**config.mk**
```make
export PLATFORM = sky130hd
export DESIGN_NAME = iterative_vector_smoothing
export DESIGN_NICKNAME = d
export VERILOG_FILES = /design/src/rtl/ivs_pkg.sv /design/src/rtl/ivs_cell.sv /design/src/rtl/ivs_ctrl.sv /design/src/rtl/iterative_vector_smoothing.sv
export SDC_FILE = /design/constraint.sdc
export NUM_CORES = 2
export LEC_CHECK = 0
export BUFFER_PORTS_ARGS = -buffer_cell sky130_fd_sc_hd__buf_2
export CORE_UTILIZATION = 61
export CTS_CLUSTER_SIZE = 30
export DETAILED_ROUTE_END_ITERATION = 6
export PLACE_DENSITY = 0.9
export SLEW_MARGIN = 20
export SYNTH_ARGS = -nofsm -noshare
export SYNTH_HDL_FRONTEND = slang
export SYNTH_SLANG_ARGS = --single-unit
```
**constraint.sdc**
```tcl
create_clock -name clk -period 9.44 [get_ports clk]
set_clock_uncertainty 0.15 [all_clocks]
set_input_delay 0.472 -clock clk [delete_from_list [all_inputs] [get_ports clk]]
set_output_delay 0.472 -clock clk [all_outputs]
set_load 0.1 [all_outputs]
```
**src/rtl/ivs_pkg.sv**
```systemverilog
// ----------------------------------------------------------------------------
// ivs_pkg
// Shared constants, codes and types of the iterative vector smoothing block.
// ----------------------------------------------------------------------------
`default_nettype none

package ivs_pkg;

    localparam int SAMPLE_W       = 16;
    localparam int POS_W          = 3;
    localparam int PASS_W         = 16;
    localparam int CFG_IDX_W      = 2;
    localparam int CFG_DATA_W     = 16;
    localparam int VECTOR_LEN_DEF = 8;

    localparam logic [SAMPLE_W-1:0] THRESHOLD_RST  = 16'd655;
    localparam logic [PASS_W-1:0]   MAX_PASSES_RST = 16'd4096;
    localparam logic [15:0]         RECIP3         = 16'd21845;

    localparam logic [CFG_IDX_W-1:0] REG_THRESHOLD  = 2'd0;
    localparam logic [CFG_IDX_W-1:0] REG_MAX_PASSES = 2'd1;

    typedef enum logic [1:0] {
        ST_LOAD,
        ST_SMOOTH,
        ST_CHECK,
        ST_EMIT
    } state_t;

    typedef enum logic [1:0] {
        KIND_INNER,
        KIND_LEFT,
        KIND_RIGHT
    } cell_kind_t;

    typedef struct packed {
        logic shift;
        logic smooth;
    } cell_ctl_t;

endpackage

`default_nettype wire

```
**src/rtl/ivs_cell.sv**
```systemverilog
// ----------------------------------------------------------------------------
// ivs_cell
// One element of the smoothing chain: holds a sample, shifts it toward the
// output end, replaces it with the local mean, and flags closeness to the head.
// ----------------------------------------------------------------------------
`default_nettype none

module ivs_cell (
    input  wire logic                          clk,
    input  wire ivs_pkg::cell_ctl_t            ctl,
    input  wire ivs_pkg::cell_kind_t           kind,
    input  wire logic [ivs_pkg::SAMPLE_W-1:0]  left_val,
    input  wire logic [ivs_pkg::SAMPLE_W-1:0]  right_val,
    input  wire logic [ivs_pkg::SAMPLE_W-1:0]  head_val,
    input  wire logic [ivs_pkg::SAMPLE_W-1:0]  threshold,
    output logic      [ivs_pkg::SAMPLE_W-1:0]  val,
    output logic                               close
);

    logic [ivs_pkg::SAMPLE_W-1:0] val_reg;
    logic [ivs_pkg::SAMPLE_W-1:0] val_next;
    logic [ivs_pkg::SAMPLE_W+1:0] sum3;
    logic [31:0]                  prod;
    logic [ivs_pkg::SAMPLE_W:0]   sum_left;
    logic [ivs_pkg::SAMPLE_W:0]   sum_right;
    logic [ivs_pkg::SAMPLE_W-1:0] avg;
    logic [ivs_pkg::SAMPLE_W-1:0] diff;

    always_comb
    begin
        sum3      = 18'(left_val) + 18'(val_reg) + 18'(right_val);
        prod      = 32'(sum3) * 32'(ivs_pkg::RECIP3);
        sum_left  = 17'(val_reg) + 17'(right_val);
        sum_right = 17'(left_val) + 17'(val_reg);
        case (kind)
            ivs_pkg::KIND_LEFT:  avg = sum_left[ivs_pkg::SAMPLE_W:1];
            ivs_pkg::KIND_RIGHT: avg = sum_right[ivs_pkg::SAMPLE_W:1];
            default:             avg = prod[31:16];
        endcase
    end

    always_comb
    begin
        if (ctl.shift)
        begin
            val_next = right_val;
        end
        else if (ctl.smooth)
        begin
            val_next = avg;
        end
        else
        begin
            val_next = val_reg;
        end
    end

    always_ff @(posedge clk)
    begin
        val_reg <= val_next;
    end

    always_comb
    begin
        diff  = (val_reg >= head_val) ? (val_reg - head_val) : (head_val - val_reg);
        close = (diff < threshold);
    end

    assign val = val_reg;

endmodule

`default_nettype wire

```
**src/rtl/ivs_ctrl.sv**
```systemverilog
// ----------------------------------------------------------------------------
// ivs_ctrl
// Sequencer of the smoothing chain: load, smooth and check passes, emit;
// holds the configuration registers and the pass and position counters.
// ----------------------------------------------------------------------------
`default_nettype none

module ivs_ctrl #(
    parameter int VECTOR_LEN = ivs_pkg::VECTOR_LEN_DEF
) (
    input  wire logic                            clk,
    input  wire logic                            rst_n,
    input  wire logic                            in_valid,
    output logic                                 in_stall,
    output logic                                 out_valid,
    input  wire logic                            out_stall,
    input  wire logic                            cfg_valid,
    output logic                                 cfg_ready,
    input  wire logic [ivs_pkg::CFG_IDX_W-1:0]   cfg_index,
    input  wire logic [ivs_pkg::CFG_DATA_W-1:0]  cfg_data,
    input  wire logic                            all_close,
    output ivs_pkg::cell_ctl_t                   ctl,
    output logic      [ivs_pkg::SAMPLE_W-1:0]    threshold,
    output logic      [ivs_pkg::POS_W-1:0]       position,
    output logic                                 final_res,
    output logic                                 converged,
    output logic      [ivs_pkg::PASS_W-1:0]      passes_used
);

    localparam int IDX_W = $clog2(VECTOR_LEN);
    localparam logic [IDX_W-1:0] LAST_IDX = IDX_W'(VECTOR_LEN - 1);

    ivs_pkg::state_t state_reg;
    ivs_pkg::state_t state_next;

    logic [ivs_pkg::SAMPLE_W-1:0] threshold_reg;
    logic [ivs_pkg::PASS_W-1:0]   max_passes_reg;
    logic [IDX_W-1:0]             cnt_reg;
    logic [IDX_W-1:0]             cnt_next;
    logic [ivs_pkg::POS_W-1:0]    pos_reg;
    logic [ivs_pkg::POS_W-1:0]    pos_next;
    logic [ivs_pkg::PASS_W-1:0]   pass_reg;
    logic [ivs_pkg::PASS_W-1:0]   pass_next;
    logic                         conv_reg;
    logic                         conv_next;
    logic [ivs_pkg::PASS_W-1:0]   cap;

    assign cfg_ready = 1'b1;

    always_ff @(posedge clk or negedge rst_n)
    begin
        if (!rst_n)
        begin
            threshold_reg  <= ivs_pkg::THRESHOLD_RST;
            max_passes_reg <= ivs_pkg::MAX_PASSES_RST;
        end
        else if (cfg_valid && cfg_ready)
        begin
            unique case (cfg_index)
                ivs_pkg::REG_THRESHOLD:  threshold_reg  <= cfg_data;
                ivs_pkg::REG_MAX_PASSES: max_passes_reg <= cfg_data;
                default: ;
            endcase
        end
    end

    assign cap = (max_passes_reg == '0) ? ivs_pkg::PASS_W'(1) : max_passes_reg;

    always_ff @(posedge clk or negedge rst_n)
    begin
        if (!rst_n)
        begin
            state_reg <= ivs_pkg::ST_LOAD;
            cnt_reg   <= '0;
            pos_reg   <= '0;
            pass_reg  <= '0;
            conv_reg  <= 1'b0;
        end
        else
        begin
            state_reg <= state_next;
            cnt_reg   <= cnt_next;
            pos_reg   <= pos_next;
            pass_reg  <= pass_next;
            conv_reg  <= conv_next;
        end
    end

    always_comb
    begin
        state_next = state_reg;
        cnt_next   = cnt_reg;
        pos_next   = pos_reg;
        pass_next  = pass_reg;
        conv_next  = conv_reg;
        in_stall   = 1'b1;
        out_valid  = 1'b0;
        ctl        = '0;
        unique case (state_reg)
            ivs_pkg::ST_LOAD:
            begin
                in_stall = 1'b0;
                if (in_valid)
                begin
                    ctl.shift = 1'b1;
                    if (cnt_reg == LAST_IDX)
                    begin
                        cnt_next   = '0;
                        pass_next  = '0;
                        state_next = ivs_pkg::ST_SMOOTH;
                    end
                    else
                    begin
                        cnt_next = cnt_reg + IDX_W'(1);
                    end
                end
            end
            ivs_pkg::ST_SMOOTH:
            begin
                ctl.smooth = 1'b1;
                pass_next  = pass_reg + ivs_pkg::PASS_W'(1);
                state_next = ivs_pkg::ST_CHECK;
            end
            ivs_pkg::ST_CHECK:
            begin
                if (all_close || (pass_reg >= cap))
                begin
                    conv_next  = all_close;
                    cnt_next   = '0;
                    pos_next   = '0;
                    state_next = ivs_pkg::ST_EMIT;
                end
                else
                begin
                    state_next = ivs_pkg::ST_SMOOTH;
                end
            end
            ivs_pkg::ST_EMIT:
            begin
                out_valid = 1'b1;
                if (!out_stall)
                begin
                    ctl.shift = 1'b1;
                    pos_next  = pos_reg + ivs_pkg::POS_W'(1);
                    if (cnt_reg == LAST_IDX)
                    begin
                        cnt_next   = '0;
                        state_next = ivs_pkg::ST_LOAD;
                    end
                    else
                    begin
                        cnt_next = cnt_reg + IDX_W'(1);
                    end
                end
            end
            default:
            begin
                state_next = ivs_pkg::ST_LOAD;
            end
        endcase
    end

    assign threshold   = threshold_reg;
    assign position    = pos_reg;
    assign final_res   = (state_reg == ivs_pkg::ST_EMIT) && (cnt_reg == LAST_IDX);
    assign converged   = conv_reg;
    assign passes_used = pass_reg;

endmodule

`default_nettype wire

```
**src/rtl/iterative_vector_smoothing.sv**
```systemverilog
// ----------------------------------------------------------------------------
// iterative_vector_smoothing
// Iterative three-point averaging (two-point at both ends) of a short vector of
// Q0.16 samples, held in a chain of cells that shift during load and emission
// and average in place.
// Usage:
//   Input channel (in_valid / in_stall / sample) takes one sample per cycle
//   while loading; in_stall is high from the last sample until the whole
//   smoothed vector has been delivered.
//   Each smoothing pass averages every cell at once in ST_SMOOTH, then
//   checks all cells against the head element and the pass cap in ST_CHECK.
//   Output channel (out_valid / out_stall / value ...) then shows the vector
//   one element per cycle while out_stall is low, position 0 first;
//   final_res marks the last one. While out_stall is high the shown
//   element and its fields hold.
//   Configuration (cfg_valid / cfg_ready / cfg_index / cfg_data) is always
//   ready; unknown indexes are dropped.
//   Reset clears the sequencer to loading and restores the default threshold
//   and pass cap; stored samples are reloaded by the next vector.
// ----------------------------------------------------------------------------
`default_nettype none

module iterative_vector_smoothing #(
    parameter int VECTOR_LEN = ivs_pkg::VECTOR_LEN_DEF
) (
    input  wire logic                            clk,
    input  wire logic                            rst_n,
    input  wire logic                            in_valid,
    output logic                                 in_stall,
    input  wire logic [ivs_pkg::SAMPLE_W-1:0]    sample,
    output logic                                 out_valid,
    input  wire logic                            out_stall,
    output logic      [ivs_pkg::SAMPLE_W-1:0]    value,
    output logic      [ivs_pkg::POS_W-1:0]       position,
    output logic                                 final_res,
    output logic                                 converged,
    output logic      [ivs_pkg::PASS_W-1:0]      passes_used,
    input  wire logic                            cfg_valid,
    output logic                                 cfg_ready,
    input  wire logic [ivs_pkg::CFG_IDX_W-1:0]   cfg_index,
    input  wire logic [ivs_pkg::CFG_DATA_W-1:0]  cfg_data
);

    ivs_pkg::cell_ctl_t           ctl;
    logic [ivs_pkg::SAMPLE_W-1:0] threshold;
    logic [ivs_pkg::SAMPLE_W-1:0] cell_val [VECTOR_LEN];
    logic [VECTOR_LEN-1:0]        close_vec;
    logic                         all_close;

    assign all_close = &close_vec;
    assign value     = cell_val[0];

    ivs_ctrl #(
        .VECTOR_LEN (VECTOR_LEN)
    ) u_ctrl (
        .clk         (clk),
        .rst_n       (rst_n),
        .in_valid    (in_valid),
        .in_stall    (in_stall),
        .out_valid   (out_valid),
        .out_stall   (out_stall),
        .cfg_valid   (cfg_valid),
        .cfg_ready   (cfg_ready),
        .cfg_index   (cfg_index),
        .cfg_data    (cfg_data),
        .all_close   (all_close),
        .ctl         (ctl),
        .threshold   (threshold),
        .position    (position),
        .final_res   (final_res),
        .converged   (converged),
        .passes_used (passes_used)
    );

    for (genvar i = 0; i < VECTOR_LEN; i++)
    begin : g_cell
        logic [ivs_pkg::SAMPLE_W-1:0] left_val;
        logic [ivs_pkg::SAMPLE_W-1:0] right_val;
        ivs_pkg::cell_kind_t          kind;

        if (i == 0)
        begin : g_head
            assign left_val  = cell_val[0];
            assign right_val = cell_val[i+1];
            assign kind      = ivs_pkg::KIND_LEFT;
        end
        else if (i == VECTOR_LEN - 1)
        begin : g_tail
            assign left_val  = cell_val[i-1];
            assign right_val = sample;
            assign kind      = ivs_pkg::KIND_RIGHT;
        end
        else
        begin : g_mid
            assign left_val  = cell_val[i-1];
            assign right_val = cell_val[i+1];
            assign kind      = ivs_pkg::KIND_INNER;
        end

        ivs_cell u_cell (
            .clk       (clk),
            .ctl       (ctl),
            .kind      (kind),
            .left_val  (left_val),
            .right_val (right_val),
            .head_val  (cell_val[0]),
            .threshold (threshold),
            .val       (cell_val[i]),
            .close     (close_vec[i])
        );
    end

endmodule

`default_nettype wire

```
-- Yosys cells after proc, flatten, opt, wreduce, memory -nomap -nowiden
Index checks and enable logic that the tools add are counted.
W data, S select, Z words.
- register bits after elaboration: 185
- latch bits: 0
- RAM bits: 0
- bits in read-only memories: 0
- logic and storage cells: 142
- memories kept: 0
- add/sub/neg operators: 32
- multiply operators: 6
- divide/modulo/power cells: 0
- $lt $le $gt $ge: 16
- eq/ne operators: 10
- shift operators: 0
- mux-type cells: 46
- bitwise logic cells: 0
- reductions and logical operators: 17
- operator list (operator ; number):
    $mux W16 ; 26
    $sub A16 B16 Y16 ; 15
    $mul A18 B15 Y32 const B ; 6
    $add A16 B16 Y17 ; 8
    $ge A16 B16 Y1 ; 8
    $lt A16 B16 Y1 ; 8
    $add A18 B16 Y18 ; 6
    $pmux W16 S2 ; 1
    $add A16 B1 Y16 const B ; 1
    $logic_not A16 Y1 ; 1
    $mux W3 ; 5
    $mux W2 ; 5
    $pmux W3 S3 ; 1
    $pmux W2 S4 ; 1
    $reduce_and A4 Y1 ; 2
    $reduce_and A8 Y1 ; 1
    $add A3 B1 Y3 const B ; 2
    $ne A2 B1 Y1 const B ; 3
    $pmux W3 S2 ; 1
    $reduce_and A2 Y1 ; 3
    $reduce_and A3 Y1 ; 2
    $reduce_bool A2 Y1 ; 3
    $mux W1 ; 5
    $eq A2 B1 Y1 const B ; 2
    other kinds (8) ; 11

-- Depth between registers and ports, before layout
- depth after elaboration: 7
- mapped depth: 42

-- Cells and area by module
Synthesis repeated with hierarchy kept, for this count alone.
- cells, all modules: 8273
- area, all modules: 73754.5 um^2
- by module, submodules not included (module ; instances ; cells an instance ; area an instance (um^2) ; sequential area each (um^2)):
    ivs_cell (g_cell[5].u_cell ...) ; 3 ; 1011 ; 8942.3 ; 480.5
    ivs_cell (g_cell[1].u_cell ...) ; 2 ; 995 ; 8779.7 ; 480.5
    ivs_cell (g_cell[0].u_cell) ; 1 ; 1020 ; 8948.6 ; 480.5
    ivs_cell (g_cell[4].u_cell) ; 1 ; 984 ; 8754.6 ; 480.5
    ivs_cell (g_cell[3].u_cell) ; 1 ; 970 ; 8630.8 ; 480.5
    ivs_ctrl ; 1 ; 271 ; 3010.4 ; 1435.1
    iterative_vector_smoothing ; 1 ; 5 ; 23.8 ; 0.0

-- Least setup slack after synthesis
No wires, ideal clock.
- path type: register -> register
- from: reg g_cell[0].u_cell.val_reg, in the netlist g_cell[0].u_cell.val[1]
- to: reg g_cell[1].u_cell.val_reg, in the netlist g_cell[1].u_cell.val[15], data pin
- library setup time: 260 ps
- arrival: 10453 ps
- required time: 9030 ps
- slack: -1423 ps
- stages on the path, launching flop included: 36
- path buffers: 0
- cells stage by stage: edfxtp_1 > inv_1 > ha_1 > nor2b_1 > o21a_1 > o21ai_0 > a21oi_1 > a221o_1 > or4_1 > a41oi_1 > o21bai_1 > a21oi_1 > xnor2_1 > ha_1 > nand2_1 > o31ai_1 > xor2_1 > xor2_1 > ha_1 > fa_1 > fa_1 > fa_1 > inv_1 > fa_1 > inv_1 > ha_1 > a2111oi_0 > o211ai_1 > nand2_1 > o211ai_1 > nor4_1 > nor4_1 > a2111oi_0 > xnor2_1 > xnor2_1 > mux2_2
- longest elaborated chain between the ends: 5
- RTL lines (what ; RTL line ; source):
    start: declaration ; ivs_cell.sv:20 ; logic [ivs_pkg::SAMPLE_W-1:0] val_reg;
    start signal: assignment ; ivs_cell.sv:60 ; val_reg <= val_next;
    $add A16 B16 Y17 ; ivs_cell.sv:31 ; sum3 = 18'(left_val) + 18'(val_reg) + 18'(right_val);
    $add A18 B16 Y18 ; ivs_cell.sv:31 ;
    $mul A18 B15 Y32 ; ivs_cell.sv:32 ; prod = 32'(sum3) * 32'(ivs_pkg::RECIP3);
    $mux W16 ; ivs_cell.sv:48 ; else if (ctl.smooth)
    $mux W16 ; ivs_cell.sv:44 ; if (ctl.shift)
    net g_cell[1].u_cell.val_next, one bit ; ivs_cell.sv:21 ; logic [ivs_pkg::SAMPLE_W-1:0] val_next;
    end signal: assignment ; ivs_cell.sv:60 ;
    end: declaration ; ivs_cell.sv:20 ;
The timed path passes the listed nets, and every way through them passes these cells. The select of a mux whose other input is x is not followed.
A chain may end at the register's enable or synchronous reset.

-- Final worst setup path
- from: reg g_cell[6].u_cell.val_reg, in the netlist g_cell[6].u_cell.val[1]
- to: reg g_cell[6].u_cell.val_reg, in the netlist g_cell[6].u_cell.val[15], data pin
- longest elaborated chain between the ends: 5
- RTL lines (what ; RTL line):
    start: declaration ; ivs_cell.sv:20
    start signal: assignment ; ivs_cell.sv:60
    $add A16 B16 Y17 ; ivs_cell.sv:31
    $add A18 B16 Y18 ; ivs_cell.sv:31
    $mul A18 B15 Y32 ; ivs_cell.sv:32
    $mux W16 ; ivs_cell.sv:48
    $mux W16 ; ivs_cell.sv:44
    net g_cell[6].u_cell.val_next, one bit ; ivs_cell.sv:21
The timed path passes the listed nets, and every way through them passes these cells. The select of a mux whose other input is x is not followed.

==> results.sh <==
export IMPL_synth_edf_count=128
export IMPL_dp_cells=7328
export IMPL_critPathLaunchType="register"
export IMPL_drc=0
export IMPL_cts_tree="built"
export IMPL_syn_area_per_cell_um2=8.96
export IMPL_cp_slowest_stage_delay_ps=490
export IMPL_crit_slowest_cell="fa_1"
export IMPL_timing_final_crit_share_pct=99.8
export IMPL_via_per_inst=6.28
export IMPL_cp_top_family="compound AO/OA/AOI/OAI gates"
export IMPL_cp_num_cells=41
export IMPL_hold_violations=0
export IMPL_end_kind="register"
export IMPL_vias=46700
export IMPL_synthMuxAreaShare_pct=1.92
export IMPL_cp_data_arrival_time_ps=9500
export IMPL_syn_inst=5989
export IMPL_drive_gt1_share_pct=11.0
export IMPL_crit_path_frequent_cell="o21a_1"
export IMPL_hp_class="in -> reg"
export IMPL_ios=79
export IMPL_postRouteAntennaNets=0
export IMPL_die_x_um=299
export IMPL_grt_start_max_net_pins=72
export IMPL_synthArstFlopShare_pct=30.8
export IMPL_rows=108
export IMPL_n_fill_cell=6526
export IMPL_grt_pass1_vias=46600
export IMPL_syn_cell_area_um2=53700
export IMPL_first_iter_violations=4524
export IMPL_finalNonFillerCells=7435
export IMPL_cp_num_buf_inv=6
export IMPL_worstReg2RegEnd="g_cell[6].u_cell.val[15]$_DFFE_PP_"
export IMPL_period_minus_slack_ps=9420
export IMPL_synth_xor_area_share_pct=6.12
export IMPL_crit_type="reg -> reg"
export IMPL_synth_flop_cell="edfxtp_1"
export IMPL_max_cap_violations=0
export IMPL_relSlewSlack_pct=25.2
export IMPL_worst_slack_ps=18.0
export IMPL_synth_top_family_by_area="adder cells"
export IMPL_synth_compound_area_share_pct=15.5
export IMPL_cp_startpoint="g_cell[6].u_cell.val[1]$_DFFE_PP_"
export IMPL_yosys_area_share_simple_pct=9.49
export IMPL_finalNetCount=8098
export IMPL_clock_latency_ps=520
export IMPL_seqCellArea_um2=5280
export IMPL_yosysSeqAreaShare_pct=9.84
export IMPL_syn_num_nets=7824
export IMPL_syn_to_final_growth_pct=10.7
export IMPL_crit_fanout=6
export IMPL_die_height_um=299
export IMPL_htree_levels=4
export IMPL_core_um2=87000
export IMPL_ys_types=79
export IMPL_largest_reg_flops=128
export IMPL_dp_hpwl_um=133000
export IMPL_start_util_pct=61.7
export IMPL_hold_ws_ps=29.4
export IMPL_grt_pass1_wl_um=249000
export IMPL_pre_cts_ws_ps=-237
export IMPL_wl_per_cell_um=22.5
export IMPL_r2r_slack_ps=20
export IMPL_clockRootBuffer="clkbuf_16"
export IMPL_critPathRequiredTime_ps=9510
export IMPL_setup_viol=0
export IMPL_clk_pin_slew_ps=90
export IMPL_grtUsageTotal_pct=35.6
export IMPL_wirelength_um=167000
export IMPL_yosys_area_share_adder_pct=48.9
export IMPL_drv_slew=0
export IMPL_ys_seq_elements=185
export IMPL_yosysWarnings=0
export IMPL_multiInputGateArea_um2=45600
export IMPL_final_cell_mix="1245 x ha_1, 1067 x inv_1, 493 x fa_1"
export IMPL_overflow=0
export IMPL_clock_sinks=185
export IMPL_drt_pass1_iter_count=5
export IMPL_rr_worst_depth=41
export IMPL_r2r_start="g_cell[6].u_cell.val[1]$_DFFE_PP_"
export IMPL_gpl_final_weighted_congestion=1.01
export IMPL_outcome="finished clean"
export IMPL_port_buffers=77
export IMPL_tightest_slew_ps=1120
export IMPL_final_common_cell="ha_1"
export IMPL_cts_max_path_buffers=2
export IMPL_antenna_found_initial=1
export IMPL_die_area_um2=89200
export IMPL_cts_buffers=17
export IMPL_endpoint="g_cell[6].u_cell.val[15]$_DFFE_PP_"
export IMPL_clock_fmax_mhz=106
## area by class of cell
class / instances / share of cell area [%]
Tap cell: 1155 / 2.43
Sequential cell: 185 / 8.88
Antenna cell: 4 / 0.0168
Clock inverter: 15 / 0.324
Inverter: 1075 / 6.79
Multi-Input combinational cell: 4634 / 76.7
Clock buffer: 17 / 0.716
Timing Repair Buffer: 350 / 4.14
## stage by stage
stage | setup TNS (ps) | utilization, % | area (µm²)
after floorplan | -6390 | - | 53800
after global placement | 0 | 65.3 | 56900
after detailed placement | -530 | 65.3 | 56900
after CTS | -42.7 | 66.2 | 57600
after global routing | -2880 | 68.3 | 59400
final | 0 | 68.3 | 59400
## cell usage after synthesis, types with 44 or more instances
cell      instances  share of area, %
xnor2_1         244               4.0
edfxtp_1        128               7.2
fa_1            505                19
nor3_1           74              0.69
nand2b_1         44              0.51
inv_1          1075               7.5
xor2_1          131               2.1
a21oi_1         421               3.9
nor2b_1          57              0.66
nand4_1          57              0.66
dfrtp_1          50               2.3
nand2_1         262               1.8
o21bai_1         55              0.77
ha_1           1291                30
mux2i_1          59               1.1
a21o_1          177               2.5
clkbuf_1         87              0.61
o21ai_0         226               2.1
nand3_1          76              0.71
o21a_1           80               1.1
nor2_1          336               2.3
## cells by family after synthesis
| group | Yosys count |
|---|---|
| AO/OA/AOI/OAI | 1297 |
| multiplexers | 98 |
| buffers and inverters | 1170 |
| flip-flops | 185 |
| adder cells (fa/ha/maj) | 1796 |
| AND/OR/NAND/NOR | 1067 |
| other | 1 |
| XOR/XNOR | 375 |
## worst min-delay path: stages
cell	delay (ps)
buf_2	90
nand2_1	40
o21ai_0	60
## worst min path at each step
stage	start	endpoint	slack, ps	depth (start not counted)
3_5_place_dp	rst_n	u_ctrl.state_reg[1]$_DFFE_PN0P_	190	1
6_report	cfg_data[13]	u_ctrl.threshold[13]$_DFFE_PN0P_	30	3
4_1_cts	cfg_data[13]	u_ctrl.threshold[13]$_DFFE_PN0P_	10	3
5_1_grt	cfg_data[7]	u_ctrl.threshold[7]$_DFFE_PN1P_	30	3
2_1_floorplan	rst_n	u_ctrl.cnt_reg[0]$_DFFE_PN0P_	30	0
3_3_place_gp	rst_n	u_ctrl.position[0]$_DFFE_PN0P_	180	1
## layer usage
layer  vias to the layer above  global-route usage [%]  part of all wire, %  wire, µm
li1                      21100                       -                    -         -
met1                     22500                    43.5                   38     62800
met2                      2350                    59.8                   47     78500
met3                       748                    5.92                  8.5     14300
met4                         0                    20.0                  7.1     11900
met5                         -                       0                    0         0
## timing repair
action                                 4_1_cts  5_1_grt
hold buffers                                 1        0
setup endpoints to repair                   12       66
endpoints found under the hold margin        8        0
resized for setup                           17      259
pin swaps                                    6      158
buffers inserted                             4       67
Power is not shown: default switching activity piles up to over one toggle a cycle in this logic, so the estimate is an artifact.
